**src/rtl/core/clpw_pkg.sv**
```systemverilog
// Shared types, codes and constant tables for the character LCD pin sequencer.
// Used by clpw_cfg, clpw_seq and char_lcd_busy_poll_writer; depends on nothing.
package clpw_pkg;

  localparam int TIMER_BITS_DEF = 21;
  localparam int PROD_W         = 21;   // 30 * 16-bit ticks_per_ms fits in 21 bits
  localparam int CFG_AW         = 3;
  localparam int CFG_DW         = 32;

  // Operation codes carried by a request
  localparam logic [2:0] OP_TICK     = 3'd0;
  localparam logic [2:0] OP_POLL_CMD = 3'd1;
  localparam logic [2:0] OP_POLL_DAT = 3'd2;
  localparam logic [2:0] OP_RAW_CMD  = 3'd3;
  localparam logic [2:0] OP_INIT     = 3'd4;

  // Register indexes on the configuration port
  localparam logic REG_TICKS_PER_MS = 1'b0;
  localparam logic REG_PULSE_TICKS  = 1'b1;

  localparam logic [15:0] TICKS_PER_MS_RST = 16'd16000;
  localparam logic [7:0]  PULSE_TICKS_RST  = 8'd1;

  localparam logic [7:0] BUSY_MASK  = 8'h80;
  localparam logic [2:0] INIT_LAST  = 3'd6;
  localparam logic [2:0] INIT_POLLS = 3'd3;   // first init step that polls busy

  localparam logic [4:0] MS_STEP0 = 5'd30;
  localparam logic [4:0] MS_STEP1 = 5'd10;
  localparam logic [4:0] MS_STEP2 = 5'd1;

  typedef enum logic [2:0] {
    PH_IDLE         = 3'd0,
    PH_DELAY        = 3'd1,
    PH_POLL_HI      = 3'd2,
    PH_POLL_LO_BUSY = 3'd3,
    PH_POLL_LO_FREE = 3'd4,
    PH_WRITE_HI     = 3'd5,
    PH_WRITE_LO     = 3'd6
  } phase_e;

  typedef struct packed {
    logic [15:0] ticks_per_ms;
    logic [7:0]  pulse_ticks;
  } cfg_t;

  typedef struct packed {
    logic       reg_select;
    logic       read_not_write;
    logic       enable_pin;
    logic [7:0] data_out;
    logic       data_drive;
    logic       ready_res;
    logic       accepted;
  } res_t;

  // Byte sent at each init step; steps past the end repeat the last one
  function automatic logic [7:0] init_byte(input logic [2:0] s);
    logic [7:0] b;
    case (s)
      3'd0:    b = 8'h30;
      3'd1:    b = 8'h30;
      3'd2:    b = 8'h30;
      3'd3:    b = 8'h38;
      3'd4:    b = 8'h06;
      3'd5:    b = 8'h01;
      default: b = 8'h0F;
    endcase
    return b;
  endfunction

  // Delay ahead of an unpolled init step, in ticks (constant multiply)
  function automatic logic [PROD_W-1:0] init_delay(input logic [2:0] s,
                                                   input logic [15:0] tpm);
    logic [4:0] ms;
    case (s)
      3'd0:    ms = MS_STEP0;
      3'd1:    ms = MS_STEP1;
      default: ms = MS_STEP2;
    endcase
    return PROD_W'(tpm) * PROD_W'(ms);
  endfunction

endpackage

```
**src/rtl/core/char_lcd_busy_poll_writer.sv**
```systemverilog
// Character LCD busy-poll writer: drives RS, R/W, E and the 8-bit bus of an
// HD44780-style display, one input request per sequencer tick.
// A request's pin levels sit in the result register from the cycle after it
// is accepted. Throughput: one request per cycle while results are taken; a
// result that is not taken stalls the input until it is.
// Reset: asynchronous, active low; sequencer idle, result invalid, config at defaults; result data not reset.
module char_lcd_busy_poll_writer #(
  parameter int TIMER_BITS = clpw_pkg::TIMER_BITS_DEF
) (
  input  logic                        clk_i,
  input  logic                        rst_ni,
  // request channel: each accepted request is one sequencer tick
  input  logic                        in_valid_i,
  output logic                        in_ready_o,
  input  logic [2:0]                  operation_i,
  input  logic [7:0]                  request_byte_i,
  input  logic [7:0]                  bus_in_i,
  // result channel: pin levels for the tick
  output logic                        out_valid_o,
  input  logic                        out_ready_i,
  output logic                        reg_select_o,
  output logic                        read_not_write_o,
  output logic                        enable_pin_o,
  output logic [7:0]                  data_out_o,
  output logic                        data_drive_o,
  output logic                        ready_res_o,
  output logic                        accepted_o,
  // configuration port
  input  logic                        psel,
  input  logic                        penable,
  input  logic                        pwrite,
  input  logic [clpw_pkg::CFG_AW-1:0] paddr,
  input  logic [clpw_pkg::CFG_DW-1:0] pwdata,
  output logic [clpw_pkg::CFG_DW-1:0] prdata,
  output logic                        pready
);

  clpw_pkg::cfg_t cfg;
  clpw_pkg::res_t res_c;
  clpw_pkg::res_t res_q;
  logic           out_valid_q, out_valid_d;
  logic           in_fire;

  // Free the result slot when it is empty or being drained this cycle
  assign in_ready_o = !out_valid_q || out_ready_i;
  assign in_fire    = in_valid_i && in_ready_o;

  clpw_cfg u_cfg (
    .clk_i   (clk_i),
    .rst_ni  (rst_ni),
    .psel    (psel),
    .penable (penable),
    .pwrite  (pwrite),
    .paddr   (paddr),
    .pwdata  (pwdata),
    .prdata  (prdata),
    .pready  (pready),
    .cfg_o   (cfg)
  );

  // The sequencer advances only on an accepted request
  clpw_seq #(
    .TIMER_BITS (TIMER_BITS)
  ) u_seq (
    .clk_i          (clk_i),
    .rst_ni         (rst_ni),
    .step_i         (in_fire),
    .operation_i    (operation_i),
    .request_byte_i (request_byte_i),
    .bus_in_i       (bus_in_i),
    .cfg_i          (cfg),
    .res_o          (res_c)
  );

  // Hold the result until taken; load a fresh one on every accept
  always_comb begin
    out_valid_d = out_valid_q;
    if (in_fire) begin
      out_valid_d = 1'b1;
    end else if (out_ready_i) begin
      out_valid_d = 1'b0;
    end
  end

  always_ff @(posedge clk_i or negedge rst_ni) begin
    if (!rst_ni) begin
      out_valid_q <= 1'b0;
    end else begin
      out_valid_q <= out_valid_d;
    end
  end

  always_ff @(posedge clk_i) begin
    if (in_fire) begin
      res_q <= res_c;
    end
  end

  assign out_valid_o      = out_valid_q;
  assign reg_select_o     = res_q.reg_select;
  assign read_not_write_o = res_q.read_not_write;
  assign enable_pin_o     = res_q.enable_pin;
  assign data_out_o       = res_q.data_out;
  assign data_drive_o     = res_q.data_drive;
  assign ready_res_o      = res_q.ready_res;
  assign accepted_o       = res_q.accepted;

endmodule

```
**src/rtl/core/clpw_cfg.sv**
```systemverilog
// APB-style configuration registers: ticks_per_ms and pulse_ticks.
// Depends on clpw_pkg.
module clpw_cfg (
  input  logic                          clk_i,
  input  logic                          rst_ni,
  input  logic                          psel,
  input  logic                          penable,
  input  logic                          pwrite,
  input  logic [clpw_pkg::CFG_AW-1:0]   paddr,
  input  logic [clpw_pkg::CFG_DW-1:0]   pwdata,
  output logic [clpw_pkg::CFG_DW-1:0]   prdata,
  output logic                          pready,
  output clpw_pkg::cfg_t                cfg_o
);

  logic [15:0] tpm_q;
  logic [7:0]  pulse_q;
  logic        wr_en;
  logic        sel;

  assign pready = 1'b1;
  assign sel    = paddr[2];
  assign wr_en  = psel && penable && pwrite && pready;

  always_ff @(posedge clk_i or negedge rst_ni) begin
    if (!rst_ni) begin
      tpm_q   <= clpw_pkg::TICKS_PER_MS_RST;
      pulse_q <= clpw_pkg::PULSE_TICKS_RST;
    end else if (wr_en) begin
      if (sel == clpw_pkg::REG_TICKS_PER_MS) begin
        tpm_q <= pwdata[15:0];
      end else begin
        pulse_q <= pwdata[7:0];
      end
    end
  end

  always_comb begin
    if (sel == clpw_pkg::REG_TICKS_PER_MS) begin
      prdata = clpw_pkg::CFG_DW'(tpm_q);
    end else begin
      prdata = clpw_pkg::CFG_DW'(pulse_q);
    end
  end

  assign cfg_o.ticks_per_ms = tpm_q;
  assign cfg_o.pulse_ticks  = pulse_q;

endmodule

```
**src/rtl/core/clpw_seq.sv**
```systemverilog
// Pin sequencer state and one-tick step logic: request accept, pin levels,
// timer countdown and phase advance. Depends on clpw_pkg.
module clpw_seq #(
  parameter int TIMER_BITS = clpw_pkg::TIMER_BITS_DEF
) (
  input  logic           clk_i,
  input  logic           rst_ni,
  input  logic           step_i,
  input  logic [2:0]     operation_i,
  input  logic [7:0]     request_byte_i,
  input  logic [7:0]     bus_in_i,
  input  clpw_pkg::cfg_t cfg_i,
  output clpw_pkg::res_t res_o
);

  localparam int CW = (TIMER_BITS > clpw_pkg::PROD_W) ? TIMER_BITS : clpw_pkg::PROD_W;
  localparam logic [TIMER_BITS-1:0] TMAX = {TIMER_BITS{1'b1}};
  localparam logic [TIMER_BITS-1:0] TONE = TIMER_BITS'(1);

  clpw_pkg::phase_e      phase_q, phase_d, ph_cur, ph_a;
  logic [TIMER_BITS-1:0] timer_q, timer_d, tmr_a;
  logic [2:0]            step_q, step_d, step_a, step_nx;
  logic [7:0]            byte_q, byte_d, byte_a;
  logic                  isdat_q, isdat_d, isdat_a;
  logic                  polls_q, polls_d, polls_a;
  logic                  init_q, init_d, init_a;
  logic                  ready, acc;
  logic [TIMER_BITS-1:0] plen, len0, len_nx;

  // Clamp a delay product into the timer range, at least one tick
  function automatic logic [TIMER_BITS-1:0] sat_len(input logic [clpw_pkg::PROD_W-1:0] p);
    logic [CW-1:0]         w;
    logic [TIMER_BITS-1:0] r;
    w = CW'(p);
    if (w > CW'(TMAX)) begin
      r = TMAX;
    end else begin
      r = w[TIMER_BITS-1:0];
    end
    if (r == '0) begin
      r = TONE;
    end
    return r;
  endfunction

  always_comb begin
    case (phase_q)
      clpw_pkg::PH_DELAY,
      clpw_pkg::PH_POLL_HI,
      clpw_pkg::PH_POLL_LO_BUSY,
      clpw_pkg::PH_POLL_LO_FREE,
      clpw_pkg::PH_WRITE_HI,
      clpw_pkg::PH_WRITE_LO: ph_cur = phase_q;
      default:               ph_cur = clpw_pkg::PH_IDLE;
    endcase
  end

  assign ready   = (ph_cur == clpw_pkg::PH_IDLE);
  assign plen    = (cfg_i.pulse_ticks == '0) ? TONE : TIMER_BITS'(cfg_i.pulse_ticks);
  assign len0    = sat_len(clpw_pkg::init_delay(3'd0, cfg_i.ticks_per_ms));
  assign step_nx = step_q + 3'd1;
  assign len_nx  = sat_len(clpw_pkg::init_delay(step_nx, cfg_i.ticks_per_ms));

  // Request accept: take it only when idle and the code names a request
  always_comb begin
    ph_a    = ph_cur;
    tmr_a   = timer_q;
    step_a  = step_q;
    byte_a  = byte_q;
    isdat_a = isdat_q;
    polls_a = polls_q;
    init_a  = init_q;
    acc     = 1'b0;
    if (ready && operation_i != clpw_pkg::OP_TICK && operation_i <= clpw_pkg::OP_INIT) begin
      acc = 1'b1;
      if (operation_i == clpw_pkg::OP_INIT) begin
        init_a  = 1'b1;
        step_a  = 3'd0;
        byte_a  = clpw_pkg::init_byte(3'd0);
        isdat_a = 1'b0;
        polls_a = 1'b0;
        ph_a    = clpw_pkg::PH_DELAY;
        tmr_a   = len0;
      end else begin
        init_a  = 1'b0;
        byte_a  = request_byte_i;
        isdat_a = (operation_i == clpw_pkg::OP_POLL_DAT);
        polls_a = (operation_i != clpw_pkg::OP_RAW_CMD);
        ph_a    = polls_a ? clpw_pkg::PH_POLL_HI : clpw_pkg::PH_WRITE_HI;
        tmr_a   = plen;
      end
    end
  end

  // Pin levels for this tick
  always_comb begin
    res_o.data_out  = byte_a;
    res_o.ready_res = ready;
    res_o.accepted  = acc;
    case (ph_a)
      clpw_pkg::PH_POLL_HI,
      clpw_pkg::PH_POLL_LO_BUSY,
      clpw_pkg::PH_POLL_LO_FREE: begin
        res_o.reg_select     = 1'b0;
        res_o.read_not_write = 1'b1;
        res_o.data_drive     = 1'b0;
        res_o.enable_pin     = (ph_a == clpw_pkg::PH_POLL_HI);
      end
      default: begin
        res_o.reg_select     = isdat_a;
        res_o.read_not_write = 1'b0;
        res_o.data_drive     = 1'b1;
        res_o.enable_pin     = (ph_a == clpw_pkg::PH_WRITE_HI);
      end
    endcase
  end

  // Count down and advance the phase when the timer runs out
  always_comb begin
    phase_d = ph_a;
    timer_d = tmr_a;
    step_d  = step_a;
    byte_d  = byte_a;
    isdat_d = isdat_a;
    polls_d = polls_a;
    init_d  = init_a;
    if (ph_a != clpw_pkg::PH_IDLE) begin
      if (tmr_a != '0) begin
        timer_d = tmr_a - TONE;
      end
      if (timer_d == '0) begin
        case (ph_a)
          clpw_pkg::PH_DELAY: begin
            phase_d = polls_a ? clpw_pkg::PH_POLL_HI : clpw_pkg::PH_WRITE_HI;
            timer_d = plen;
          end
          clpw_pkg::PH_POLL_HI: begin
            phase_d = ((bus_in_i & clpw_pkg::BUSY_MASK) != '0) ?
                      clpw_pkg::PH_POLL_LO_BUSY : clpw_pkg::PH_POLL_LO_FREE;
            timer_d = plen;
          end
          clpw_pkg::PH_POLL_LO_BUSY: begin
            phase_d = clpw_pkg::PH_POLL_HI;
            timer_d = plen;
          end
          clpw_pkg::PH_POLL_LO_FREE: begin
            phase_d = clpw_pkg::PH_WRITE_HI;
            timer_d = plen;
          end
          clpw_pkg::PH_WRITE_HI: begin
            phase_d = clpw_pkg::PH_WRITE_LO;
            timer_d = plen;
          end
          default: begin
            if (init_a && step_a < clpw_pkg::INIT_LAST) begin
              step_d  = step_nx;
              byte_d  = clpw_pkg::init_byte(step_nx);
              isdat_d = 1'b0;
              if (step_nx < clpw_pkg::INIT_POLLS) begin
                polls_d = 1'b0;
                phase_d = clpw_pkg::PH_DELAY;
                timer_d = len_nx;
              end else begin
                polls_d = 1'b1;
                phase_d = clpw_pkg::PH_POLL_HI;
                timer_d = plen;
              end
            end else begin
              init_d  = 1'b0;
              phase_d = clpw_pkg::PH_IDLE;
              timer_d = '0;
            end
          end
        endcase
      end
    end
  end

  always_ff @(posedge clk_i or negedge rst_ni) begin
    if (!rst_ni) begin
      phase_q <= clpw_pkg::PH_IDLE;
      timer_q <= '0;
      step_q  <= '0;
      byte_q  <= '0;
      isdat_q <= 1'b0;
      polls_q <= 1'b0;
      init_q  <= 1'b0;
    end else if (step_i) begin
      phase_q <= phase_d;
      timer_q <= timer_d;
      step_q  <= step_d;
      byte_q  <= byte_d;
      isdat_q <= isdat_d;
      polls_q <= polls_d;
      init_q  <= init_d;
    end
  end

endmodule
```
**config.mk**
```make
export PLATFORM = sky130hd
export DESIGN_NAME = char_lcd_busy_poll_writer
export DESIGN_NICKNAME = d
export VERILOG_FILES = /design/src/rtl/core/clpw_pkg.sv /design/src/rtl/core/char_lcd_busy_poll_writer.sv /design/src/rtl/core/clpw_cfg.sv /design/src/rtl/core/clpw_seq.sv
export SDC_FILE = /design/constraint.sdc
export NUM_CORES = 1
export LEC_CHECK = 0
export CAP_MARGIN = 10
export CELL_PAD_IN_SITES_DETAIL_PLACEMENT = 1
export CELL_PAD_IN_SITES_GLOBAL_PLACEMENT = 2
export CORE_ASPECT_RATIO = 1.5
export CORE_UTILIZATION = 40
export CTS_CLUSTER_DIAMETER = 80
export DETAILED_ROUTE_END_ITERATION = 6
export DONT_BUFFER_PORTS = 1
export HOLD_SLACK_MARGIN = 0.05
export PLACE_DENSITY = 0.87
export SKIP_LAST_GASP = 1
export SLEW_MARGIN = 20
export SYNTH_ARGS = -nofsm -noshare
export SYNTH_HDL_FRONTEND = slang
export SYNTH_HIERARCHICAL = 1
export SYNTH_SLANG_ARGS = --single-unit
```
**constraint.sdc**
```tcl
create_clock -name clk_i -period 9.2 [get_ports clk_i]
set_clock_uncertainty 0.1 [all_clocks]
set_input_delay 2.3 -clock clk_i [delete_from_list [all_inputs] [get_ports clk_i]]
set_output_delay 2.3 -clock clk_i [all_outputs]
set_load 0.01 [all_outputs]
```
=== After elaboration in Yosys (flattened, before gate mapping) ===
Index checks and enable logic that the tools add are counted.

* $add $sub $neg: 2
* Multiply operators: 2
* Div/mod/pow operators: 0
* Order comparisons: 5
* Eq/ne operators: 19
* Shift-type cells: 0
* Mux-type cells: 64
* Bitwise logic cells: 1
* Reduce and logical (&&, ||, !) cells: 24

{| class="wikitable"
|+ Operators with widths
! operator !! count
|-
| 21-bit two-way mux || 13
|-
| 21-bit zero test || 3
|-
| 8-bit two-way mux || 7
|-
| 21-bit > comparator, second input constant || 2
|-
| 3-bit two-way mux || 14
|-
| 3-bit == test, second input constant || 8
|-
| 6-bit one-hot mux with 4 select lines || 1
|-
| 1-bit two-way mux || 23
|-
| 3-bit by 2-bit == test with 1-bit output, second input constant || 7
|-
| 16-bit by 5-bit multiplier with 21-bit output || 1
|-
| 21-bit nonzero test || 1
|-
| 21-bit by 1-bit subtractor with 21-bit output, second input constant || 1
|-
| 16-bit by 4-bit multiplier with 20-bit output, second input constant || 1
|-
| 16-bit two-way mux || 1
|-
| 3-bit one-hot mux with 5 select lines || 1
|-
| 5-bit one-hot mux with 2 select lines || 1
|-
| 3-bit by 1-bit == test with 1-bit output, second input constant || 3
|-
| 8-bit zero test || 1
|-
| 1-bit logical AND || 6
|-
| 3-bit zero test || 2
|-
| 2-bit two-way mux || 3
|-
| 3-bit nonzero test || 2
|-
| 3-bit OR reduction || 2
|-
| 6-bit OR reduction || 1
|-
| other kinds (11) || 12
|}

* Register bits after elaboration: 77
* Latch bits: 0
* RAM bits: 0
* ROM bits: 0
* Bits of input ports: 61
* Output and inout port bits: 49
* Logic and storage cells: 134
* Memories: 0

=== Logic depth before layout (Yosys ltp) ===
Gate-level depths: netlist of run 1.

* Word-level depth: 13
* Mapped depth: 27
* Depth with buffers taken out: 26

=== By module ===
The synthesis of run 1 kept the hierarchy.

{| class="wikitable"
|+ By module, submodules not included
! module !! times used !! cells an instance !! area an instance (µm²) !! sequential area each (µm²)
|-
| clpw_seq || 1 || 1066 || 8265.4 || 950.9
|-
| clpw_cfg || 1 || 88 || 1256.2 || 609.3
|-
| char_lcd_busy_poll_writer || 1 || 18 || 474.2 || 445.4
|}

=== Worst setup path before layout of run 1 ===
No wires, ideal clock.

* Kind: reg2reg
* Start point: register u_cfg.tpm_q[13]
* End point: register u_seq.byte_q[0]
* Setup time: 0.120 ns
* Arrival time: 7.356 ns
* Required time: 8.980 ns
* Setup slack: 1.625 ns
* Stages on the path, launching flop included: 25
* Buffers on the path: 2
* Period minus slack after synthesis: 7.575 ns
* Path through: dfstp_2 -> fa_1 -> fa_1 -> ha_1 -> clkbuf_1 -> nor2_1 -> a211oi_1 -> mux2i_1 -> or3b_1 -> or4b_1 -> or4_4 -> o31ai_4 -> o21ai_0 -> inv_1 -> ha_1 -> or3b_2 -> nor2_1 -> o21ai_1 -> a2111oi_0 -> xnor2_1 -> nand4_1 -> nor4_4 -> buf_6 -> o2111ai_1 -> a31o_1

* Word-level cells in the longest chain between the ends: 13
* Elaborated cells between the ends (all ways): 14
* Classes of those cells: add/sub (1); mul (1); order compare (1); mux (8); reduce/logical (3)

{| class="wikitable"
|+ Ends and longest elaborated chain
! what !! RTL line !! source
|-
| from (decl) || clpw_cfg.sv:16 || <nowiki>logic [15:0] tpm_q;</nowiki>
|-
| from (signal assigned) || clpw_cfg.sv:27 || <nowiki>tpm_q <= clpw_pkg::TICKS_PER_MS_RST;</nowiki>
|-
| from (signal assigned) || clpw_cfg.sv:31 || <nowiki>tpm_q <= pwdata[15:0];</nowiki>
|-
| 16-bit by 4-bit multiplier with 20-bit output * || clpw_pkg.sv:81 || <nowiki>return PROD_W'(tpm) * PROD_W'(ms);</nowiki>
|-
| 21-bit > comparator || clpw_seq.sv:35 || <nowiki>if (w > CW'(TMAX)) begin</nowiki>
|-
| 21-bit two-way mux * || clpw_seq.sv:35 ||
|-
| 21-bit zero test || clpw_seq.sv:40 || <nowiki>if (r == '0) begin</nowiki>
|-
| 21-bit two-way mux * || clpw_seq.sv:40 ||
|-
| 21-bit two-way mux * || clpw_seq.sv:76 || <nowiki>if (operation_i == clpw_pkg::OP_INIT) begin</nowiki>
|-
| 21-bit two-way mux * || clpw_seq.sv:74 || <nowiki>if (ready && operation_i != clpw_pkg::OP_TICK && operation_i <= clpw_pkg::OP_INIT) begin</nowiki>
|-
| 21-bit by 1-bit subtractor with 21-bit output or 21-bit nonzero test (tied branches) || clpw_seq.sv:129, clpw_seq.sv:128 ||
|-
| 21-bit two-way mux * || clpw_seq.sv:128 || <nowiki>if (tmr_a != '0) begin</nowiki>
|-
| 21-bit two-way mux * || clpw_seq.sv:127 || <nowiki>if (ph_a != clpw_pkg::PH_IDLE) begin</nowiki>
|-
| 21-bit zero test * || clpw_seq.sv:131 || <nowiki>if (timer_d == '0) begin</nowiki>
|-
| 8-bit two-way mux * || clpw_seq.sv:131 ||
|-
| 8-bit two-way mux * || clpw_seq.sv:127 ||
|-
| to (signal assigned) || clpw_seq.sv:192 || <nowiki>byte_q <= byte_d;</nowiki>
|-
| to (decl) || clpw_seq.sv:23 || <nowiki>logic [7:0] byte_q, byte_d, byte_a;</nowiki>
|}

Mark *: on every way between the ends. The rest lies on a longest branch, timed or not. The select of a mux whose other input is x is not followed.
A chain may end at the register's enable or synchronous reset.

=== Worst setup path in the final report of run 1 ===
* Start point: register u_cfg.tpm_q[11]
* End point: register u_seq.polls_q

* Word-level cells in the longest chain between the ends: 13
* Elaborated cells between the ends (all ways): 14
* Classes of those cells: add/sub (1); mul (1); order compare (1); mux (8); reduce/logical (3)

{| class="wikitable"
|+ Ends and longest elaborated chain
! what !! RTL line !! source
|-
| 16-bit by 4-bit multiplier with 20-bit output * || clpw_pkg.sv:81 ||
|-
| 21-bit > comparator || clpw_seq.sv:35 ||
|-
| 21-bit two-way mux * || clpw_seq.sv:35 ||
|-
| 21-bit zero test || clpw_seq.sv:40 ||
|-
| 21-bit two-way mux * || clpw_seq.sv:40 ||
|-
| 21-bit two-way mux * || clpw_seq.sv:76 ||
|-
| 21-bit two-way mux * || clpw_seq.sv:74 ||
|-
| 21-bit by 1-bit subtractor with 21-bit output or 21-bit nonzero test (tied branches) || clpw_seq.sv:129, clpw_seq.sv:128 ||
|-
| 21-bit two-way mux * || clpw_seq.sv:128 ||
|-
| 21-bit two-way mux * || clpw_seq.sv:127 ||
|-
| 21-bit zero test * || clpw_seq.sv:131 ||
|-
| 1-bit two-way mux * || clpw_seq.sv:131 ||
|-
| 1-bit two-way mux * || clpw_seq.sv:127 ||
|-
| to (signal assigned) || clpw_seq.sv:194 || <nowiki>polls_q <= polls_d;</nowiki>
|-
| to (decl) || clpw_seq.sv:25 || <nowiki>logic polls_q, polls_d, polls_a;</nowiki>
|}

Marked as above.

==> out/results.md, run 1 <==
| Stage | Result | Value |
|:---|:---|:---|
| route | Post-route ant nets | 0 |
| yosys | Portion of synthesized cell area occupied by the leading cell type | 14.02% |
| yosys | Share of flip-flops with an asynchronous set or reset | 81.82% |
| timing | Slew HR | 35.50% |
| clocking | Clock tree from TritonCTS | done |
| finish | Antenna diode count | 0 |
| status | Status | finished clean |
| critical path | Critical-path top delay cell | sky130_fd_sc_hd__dfstp_2 |
| yosys | Most used DFF post-synth | sky130_fd_sc_hd__dfrtp_1 |
| critical path | Critical path cell sequence | fa_1, fa_1, ha_1, o21ai_0, a211oi_1, mux2i_1, or3b_1, or4b_1, or4_4, o31ai_4, o21ai_0, inv_1, ha_1, or3b_2, nor2_1, o21ai_1, a2111oi_0, xnor2_1, nand4_1, nor4_4, buf_12, nand3_1, o211a_1 |
| place | Post-placement setup slack | 0.7315 ns |
| place | Quantity of I/O buffers inserted on ports | 0 |
| clocking | Root cell of the clock tree | sky130_fd_sc_hd__clkbuf_16 |
| clocking | Post-CTS clock slew at the launch and capture registers of the worst setup and hold paths | 0.07 ns |
| route | Detailed Route WL | 33,080 um |
| yosys | EDFF count, synth | 14 |
| global routing | Number of global-route vias before repair | 9,499 |
| route | Total vias in the final route | 8,959 |
| timing | Least-Margin Pin Slew | 0.9648 ns |
| critical path | Setup Crit Path Kind | flop to flop |
| yosys | Library cell with the largest summed area after synthesis | sky130_fd_sc_hd__dfrtp_1 |
| timing | Final worst path period need | 8.560 ns |
| timing | Final Hold Vio Count | 0 |
| place | DP Wirelength | 26,360 um |
| finish | Synth-to-layout area growth | 6.046% |
| global routing | Antenna violations before repair | 0 |
| critical path | Cell family contributing the most delay on the critical path | simple AND/OR/NAND/NOR gates |
| clocking | Number of buffers on the longest clock path | 2 |
| clocking | Resize count post-CTS | 0 |
| critical path | Data required, critical path | 9.35 ns |
| critical path | Sort of element at the end of the critical path | flop |
| critical path | Number of buffer and inverter stages on the critical path | 2 |
| global routing | GRT overflow | 0 |
| yosys | Synth warn | 6 |
| clocking | Number of clock sinks seen by CTS | 77 |
| die | Total core area | 24,440 um2 |
| timing | RSZ-0062 raised after global routing | no |
| yosys | Syn Inst Count | 1,172 |
| critical path | Nature of the critical path startpoint | flop |
| timing | Fin Setup TNS | 0 ns |
| route | DRC errors left | 0 |
| yosys | Cell area after technology mapping | 9996 um2 |
| route | Router iterations before antenna repair | 4 |
| die | Chip Width | 131.1 um |
| clocking | Clock buffers created by TritonCTS | 9 |
| die | Die Y | 195.6 um |
| min path | Class of the tightest hold or removal check | flop to flop |
| die | Initial Util | 40.91% |
| job | Max-cap check violation count | 0 |
| yosys | Number of distinct library cells after synthesis | 102 |
| timing | Post-route fraction of the period consumed by the critical path | 93.04% |
| global routing | Tot GR Track Use | 26.99% |
| yosys | Number of flip-flops and latches in the synthesized netlist | 77 |
| yosys | Ranking of synthesized cells by area | sky130_fd_sc_hd__dfrtp_1 (14%), sky130_fd_sc_hd__fa_1 (13%), sky130_fd_sc_hd__ha_1 (8.0%) |
| clocking | Setup bufs post-CTS | 0 |
| timing | Fmax | 0.1168 GHz |
| global routing | Largest net degree at the start of global routing | 64 |
| finish | Net total in the final layout | 1,347 |
| clocking | H-tree levels | 3 |
| route | Detailed router's first-iteration violation count | 368 |
| timing | Count of final setup violators | 0 |
| yosys | Average size of a mapped cell | 8.529 um2 |
| clocking | Number of hold-repair buffers added at the cts stage | 0 |
| clocking | Source-to-sink clock delay at the later pin of the worst-skew pair | 0.36 ns |
| route | Mean number of vias per cell | 6.029 |
| die | Total Die Area | 25,640 um2 |
| yosys | Sequential share of the synthesized area | 20.07% |
| die | Number of standard-cell rows in the floorplan | 70 |
| timing | Worst setup margin | 0.6402 ns |
| route | Per-cell routed wire length | 22.26 um |
| critical path | Critical path's largest stage delay | 0.72 ns |
| finish | Fraction of layout cells with a size suffix above 1 | 10.59% |
| global routing | First-pass GRT wire length | 52,460 um |
| place | Placer congestion estimate | 0.9017 |
| timing | Number of pins with negative max-slew slack in the final report | 0 |
| critical path | Arrival time reported for the critical path endpoint | 8.71 ns |
| critical path | Critical path fanouts, max | 27 |
| die | Number of placed I/O pins | 110 |
## sequential cells by signal, summed over array words and instances (netlist names), 3 cells and up
register,count
u_seq/byte_q,8
u_seq/phase_q,3
u_cfg/pulse_q,8
u_seq/timer_q,21
u_cfg/tpm_q,16
u_seq/step_q,3
data_out_o,8
## cell type report
type | count | area (um2)
clock buffers | 9 | 225.2
clock inverters | 7 | 63.81
fillers | 2949 | 13840
inverters | 124 | 465.4
multi-input cells | 919 | 7227
flip-flops and latches | 77 | 2006
well taps | 324 | 405.4
repair buffers | 26 | 207.7
## routing by layer
| metal | vias to the layer above | part of all wire [%] | wire length [um] | track usage (%) |
|---|---|---|---|---|
| li1 | 4183 | - | - | - |
| met1 | 4517 | 38 | 12710 | 29.38 |
| met2 | 196 | 54 | 17990 | 50.68 |
| met3 | 63 | 2.8 | 932 | 2.795 |
| met4 | 0 | 4.4 | 1455 | 12.94 |
| met5 | - | 0 | 0 | 0 |
## through the flow
stage	hold WS, ns	std cells	cell area [um2]	util (%)
after global placement	0.3755	1470	10310	42.18
after global routing	0.4060	1486	10600	43.38
after detailed placement	0.3765	1470	10310	42.18
after floorplan	0.3494	1187	10050	-
after CTS	0.3931	1486	10600	43.36
final	0.3930	1486	10600	43.38
## logic make-up (layout without fill, tap and decap cells)
logic type / Yosys count / in the layout / synth area share (%)
xor gates and xnor gates: 33 / 33 / 2.892
adders and majority gates: 129 / 129 / 21.03
AOI/OAI and AO/OA: 331 / 331 / 23.50
other: 3 / 18 / 0.1126
muxes: 46 / 46 / 5.395
DFF: 77 / 77 / 20.07
and+or+nand+nor: 362 / 362 / 18.71
buffers and inverters: 191 / 166 / 8.299
## worst register-to-register path, stage by stage (launching register included)
cell and delay, ns:
sky130_fd_sc_hd__dfstp_2 0.72, sky130_fd_sc_hd__fa_1 0.51, sky130_fd_sc_hd__fa_1 0.48, sky130_fd_sc_hd__ha_1 0.50
sky130_fd_sc_hd__o21ai_0 0.14, sky130_fd_sc_hd__a211oi_1 0.48, sky130_fd_sc_hd__mux2i_1 0.29, sky130_fd_sc_hd__or3b_1 0.36
sky130_fd_sc_hd__or4b_1 0.48, sky130_fd_sc_hd__or4_4 0.50, sky130_fd_sc_hd__o31ai_4 0.26, sky130_fd_sc_hd__o21ai_0 0.16
sky130_fd_sc_hd__inv_1 0.10, sky130_fd_sc_hd__ha_1 0.19, sky130_fd_sc_hd__or3b_2 0.50, sky130_fd_sc_hd__nor2_1 0.22
sky130_fd_sc_hd__o21ai_1 0.29, sky130_fd_sc_hd__a2111oi_0 0.55, sky130_fd_sc_hd__xnor2_1 0.27, sky130_fd_sc_hd__nand4_1 0.20
sky130_fd_sc_hd__nor4_4 0.33, sky130_fd_sc_hd__buf_12 0.22, sky130_fd_sc_hd__nand3_1 0.34, sky130_fd_sc_hd__o211a_1 0.27
## synth_stat cells, drive strengths merged, types with 13 or more instances
library cell	count
nor3	27
o21ai	61
nor2b	14
fa	65
a21oi	60
nor2	87
dfrtp	56
xnor2	20
edfxtp	14
a31oi	22
xor2	13
nand4	13
a22o	14
clkbuf	33
ha	64
nand2	96
o211ai	13
nor4	13
mux2i	13
mux2	33
buf	34
a22oi	14
inv	123
nand3	30
a21o	14
## placed cells by master, fill, tap and decap left out, drive strengths merged, types with 13 or more instances in the layout
cell type  instances
ha                64
a21o              14
dfrtp             56
nand2             96
nor2b             14
nand3             30
nand4             13
fa                65
a22o              14
xnor2             20
nor4              13
buf               26
conb              18
a31oi             22
inv              127
nor3              27
a22oi             14
a21oi             60
nor2              87
xor2              13
o211ai            13
mux2              33
mux2i             13
o21ai             61
edfxtp            14
## final timing paths
| path | start | endpoint | slack, ns | cells after the start |
|---|---|---|---|---|
| worst max-delay path | u_cfg/tpm_q[11] | u_seq/polls_q | 0.64 | 23 |
| worst min-delay path | u_seq/byte_q[3] | u_seq/byte_q[3] | 0.39 | 2 |
| worst max register to register | u_cfg/tpm_q[11] | u_seq/polls_q | 0.64 | 23 |
| worst min register to register | u_seq/byte_q[3] | u_seq/byte_q[3] | 0.39 | 2 |
| max in group asynchronous | rst_ni | u_cfg/pulse_q[0] | 7.24 | 0 |
| min in group asynchronous | rst_ni | u_seq/timer_q[19] | 1.53 | 0 |
Power of run 1 is not shown: default switching activity piles up to over one toggle a cycle in this logic, so the estimate is an artifact.
==> inputs of run 2 (changes only) <==
--- a/config.mk
+++ b/config.mk
@@ -5,16 +5,18 @@
 export SDC_FILE = /design/constraint.sdc
 export NUM_CORES = 1
 export LEC_CHECK = 0
+export ABC_AREA = 1
 export CAP_MARGIN = 10
-export CELL_PAD_IN_SITES_DETAIL_PLACEMENT = 1
-export CELL_PAD_IN_SITES_GLOBAL_PLACEMENT = 2
+export CELL_PAD_IN_SITES_DETAIL_PLACEMENT = 0
+export CELL_PAD_IN_SITES_GLOBAL_PLACEMENT = 1
 export CORE_ASPECT_RATIO = 1.5
-export CORE_UTILIZATION = 40
+export CORE_UTILIZATION = 48
+export CTS_BUF_LIST = sky130_fd_sc_hd__clkbuf_8
 export CTS_CLUSTER_DIAMETER = 80
 export DETAILED_ROUTE_END_ITERATION = 6
 export DONT_BUFFER_PORTS = 1
 export HOLD_SLACK_MARGIN = 0.05
-export PLACE_DENSITY = 0.87
+export PLACE_DENSITY = 0.89
 export SKIP_LAST_GASP = 1
 export SLEW_MARGIN = 20
 export SYNTH_ARGS = -nofsm -noshare
==> out/results.md, run 2 <==
| Stage | Result | Value |
|:---|:---|:---|
| yosys | Leading cell types by count after synthesis | sky130_fd_sc_hd__nand2_1 (463), sky130_fd_sc_hd__inv_1 (257), sky130_fd_sc_hd__nor2_1 (137) |
| power | Leak | 5.662 nW |
| finish | Largest register FFs | 21 |
| route | DRC errors left | 0 |
| die | Die Y | 180.9 um |
| yosys | Synth Area in Adders | 20.52% |
| critical path | Arrival time reported for the critical path endpoint | 7.38 ns |
| min path | Worst min-delay path startpoint | u_seq/timer_q[20] |
| route | Router iterations before antenna repair | 6 |
| route | Mean number of vias per cell | 5.277 |
| route | Post-route ant nets | 0 |
| timing | Least-Margin Pin Slew | 0.9628 ns |
| route | Detailed Route WL | 29,430 um |
| route | Per-cell routed wire length | 16.42 um |
| timing | Post-route fraction of the period consumed by the critical path | 77.58% |
| finish | Most frequent cells in the layout | sky130_fd_sc_hd__nand2_1 (463), sky130_fd_sc_hd__inv_1 (257), sky130_fd_sc_hd__nor2_1 (137) |
| yosys | Synth warn | 6 |
| yosys | Average size of a mapped cell | 6.660 um2 |
| finish | Count of filler cells inserted in the layout | 2,176 |
| clocking | Post-CTS clock slew at the launch and capture registers of the worst setup and hold paths | 0.11 ns |
| clocking | Source-to-sink clock delay at the later pin of the worst-skew pair | 0.40 ns |
| clocking | Number of hold-repair buffers added at the cts stage | 0 |
| timing | Number of pins with negative max-slew slack in the final report | 0 |
| yosys | Fraction of the mapped netlist area in simple logic gates | 34.31% |
| yosys | Number of distinct library cells after synthesis | 59 |
| min path | Hold path cells | 2 |
| yosys | Syn Inst Count | 1,538 |
| yosys | Ranking of synthesized cells by area | sky130_fd_sc_hd__nand2_1 (17%), sky130_fd_sc_hd__dfrtp_1 (14%), sky130_fd_sc_hd__fa_1 (13%) |
| clocking | Root cell of the clock tree | sky130_fd_sc_hd__clkbuf_8 |
| critical path | R2R Path End | u_seq/timer_q[0] |
| min path | Class of the tightest hold or removal check | flop to flop |
| critical path | Data required, critical path | 9.45 ns |
| global routing | First-pass GRT wire length | 47,970 um |
| yosys | Portion of synthesized cell area occupied by the leading cell type | 16.97% |
| critical path | Nature of the critical path startpoint | flop |
| yosys | EDFF count, synth | 14 |
| clocking | Resize count post-CTS | 0 |
| die | Number of standard-cell rows in the floorplan | 65 |
| die | Chip Width | 121.3 um |
| clocking | Clock buffers created by TritonCTS | 9 |
| timing | Fmax | 0.1401 GHz |
| critical path | Critical-path top delay cell | sky130_fd_sc_hd__nor2_1 |
| timing | Slew HR | 35.75% |
| place | DP Wirelength | 23,730 um |
| die | Total core area | 20,980 um2 |
| finish | Fraction of layout cells with a size suffix above 1 | 6.627% |
| yosys | Cell area after technology mapping | 10,240 um2 |
| critical path | Worst Reg-to-Reg Cells | 29 |
| global routing | Largest net degree at the start of global routing | 64 |
| critical path | Setup slack, reg-to-reg | 2.06 ns |
| finish | Footprint of the flip-flops and latches | 2006 um2 |
| critical path | Setup Crit Path Kind | flop to flop |
| power | Total power per unit cell area | 358.8 nW/um2 |
| global routing | Number of global-route vias before repair | 9,432 |
| yosys | Library cell with the largest summed area after synthesis | sky130_fd_sc_hd__nand2_1 |
| power | Total design power | 3.796 mW |
| yosys | Compound-gate portion of the synthesized area | 9.955% |
| clocking | Number of buffers on the longest clock path | 2 |
| clocking | Number of clock sinks seen by CTS | 77 |
| finish | Antenna diode count | 0 |
| finish | Top Registers | u_seq/timer_q x21, u_cfg/tpm_q x16 |
| route | Total vias in the final route | 9,456 |
| timing | Fin Hold WS | 0.3908 ns |
| yosys | Number of flip-flops and latches in the synthesized netlist | 77 |
| place | Quantity of I/O buffers inserted on ports | 0 |
| status | Status | finished clean |
| yosys | Fraction of synthesized cell area in xor and xnor cells | 2.052% |
| critical path | Most prevalent standard cell on the critical path | sky130_fd_sc_hd__nand2_1 |
| global routing | Antenna violations before repair | 0 |
| place | Placer congestion estimate | 0.9218 |
| yosys | Sequential share of the synthesized area | 19.58% |
| power | Worst VDD drop | 0.1747 mV |
| yosys | Dominant combinational cell family by area after synthesis | simple AND/OR/NAND/NOR gates |
| job | Max-cap check violation count | 0 |
| min path | Destination of the worst hold path | u_seq/timer_q[20] |
| die | Initial Util | 48.82% |
| finish | Commonest non-fill, non-tap cell in the layout | sky130_fd_sc_hd__nand2_1 |
| timing | Final Hold Vio Count | 0 |
| timing | Count of final setup violators | 0 |
| clocking | Setup bufs post-CTS | 0 |
| timing | Fin Setup TNS | 0 ns |
| global routing | GRT overflow | 0 |
| clocking | H-tree levels | 3 |
| die | Number of placed I/O pins | 110 |
| finish | Area taken by multi-input logic gates | 6930 um2 |
| finish | Synth-to-layout area growth | 3.285% |
| finish | Net total in the final layout | 1,709 |
| critical path | Critical path's largest stage delay | 0.58 ns |
| timing | RSZ-0062 raised after global routing | no |
| clocking | Clock tree from TritonCTS | done |
| finish | Biggest register | u_seq/timer_q |
| critical path | Critical path fanouts, max | 14 |
| yosys | Most frequently used cell type in the post-synthesis netlist | sky130_fd_sc_hd__nand2_1 |
| critical path | Worst flop-to-flop path startpoint | u_seq/step_q[0] |
| route | Detailed router's first-iteration violation count | 448 |
| global routing | Tot GR Track Use | 28.19% |
| critical path | Sort of element at the end of the critical path | flop |
| yosys | Multiplexer area fraction after synthesis | 0% |
| yosys | Share of flip-flops with an asynchronous set or reset | 81.82% |
| timing | Final worst path period need | 7.138 ns |
| die | Total Die Area | 21,940 um2 |
| yosys | Most used DFF post-synth | sky130_fd_sc_hd__dfrtp_1 |
-- run 2: cell count changes in the layout (fill, tap and decap cells not counted), sizes merged, moves of 14 or more --
cell	previous run	this run
nand2	96	480
nor2b	14	0
nor2	87	148
o21ai	61	83
mux2	33	0
a31oi	22	1
buf	26	8
inv	127	272
nand3	30	115
a22oi	14	0
-- run 2: area by class of cell --
cell class | count | share of cell area [%]
clock inverters | 7 | 0.8633
well taps | 268 | 3.169
inverters | 273 | 9.768
multi-input cells | 1150 | 65.50
flip-flops and latches | 77 | 18.96
repair buffers | 8 | 0.5676
clock buffers | 9 | 1.171
-- run 2: kinds of logic (layout without fill, tap and decap cells) --
| logic type | Yosys count | after routing |
|---|---|---|
| compound gates | 177 | 177 |
| xor+xnor | 24 | 24 |
| fa+ha+maj | 129 | 129 |
| buf+inv | 326 | 297 |
| flops | 77 | 77 |
| other cells | 3 | 18 |
| simple gates | 802 | 802 |
-- run 2: per-layer routing --
metal / part of all wire (%) / routed length (um) / global-route usage, %
met1: 39 / 11550 / 31.46
met2: 51 / 15090 / 51.02
met3: 3.3 / 970 / 2.872
met4: 6.2 / 1822 / 16.44
met5: 0 / 0 / 0
-- run 2: how the worst max path moves through the flow --
stage                     from               end  slack [ns]  cells after the start
2_1_floorplan  u_seq/step_q[0]  u_seq/timer_q[0]        3.53                     30
3_3_place_gp   u_seq/step_q[0]  u_seq/timer_q[0]        2.22                     29
3_5_place_dp   u_seq/step_q[0]  u_seq/timer_q[0]        2.12                     29
4_1_cts        u_seq/step_q[0]  u_seq/timer_q[0]        2.06                     29
5_1_grt        u_seq/step_q[0]  u_seq/timer_q[0]        1.47                     29
6_report       u_seq/step_q[0]  u_seq/timer_q[0]        2.06                     29
-- run 2: per-stage QoR --
| step | instance area, um2 | utilization [%] | setup slack, ns | cells |
|---|---|---|---|---|
| final | 10580 | 50.42 | 2.062 | 1792 |
| after global routing | 10580 | 50.42 | 1.474 | 1792 |
| after CTS | 10580 | 50.42 | 2.056 | 1792 |
| after floorplan | 10300 | - | 3.530 | 1553 |
| after global placement | 10360 | 49.40 | 2.225 | 1776 |
| after detailed placement | 10360 | 49.40 | 2.117 | 1776 |
-- run 2: power breakdown --
part	switching (mW)	leakage [nW]	internal, mW
registers	0.118	0.911	0.476
clock network	0.166	0.105	0.132
logic	2.01	4.65	0.898
total	2.29	5.66	1.51
-- run 2: worst max-delay path: cells and delay by family (launching register included) --
family | cells | cell delay (ns)
XOR/XNOR | 1 | 0.22
adder cells (fa/ha/maj) | 5 | 2.15
flip-flops | 1 | 0.46
AO/OA/AOI/OAI | 8 | 1.53
buffers and inverters | 3 | 0.59
AND/OR/NAND/NOR | 12 | 2.00
Note: power is estimated with default switching activity, not from simulation.
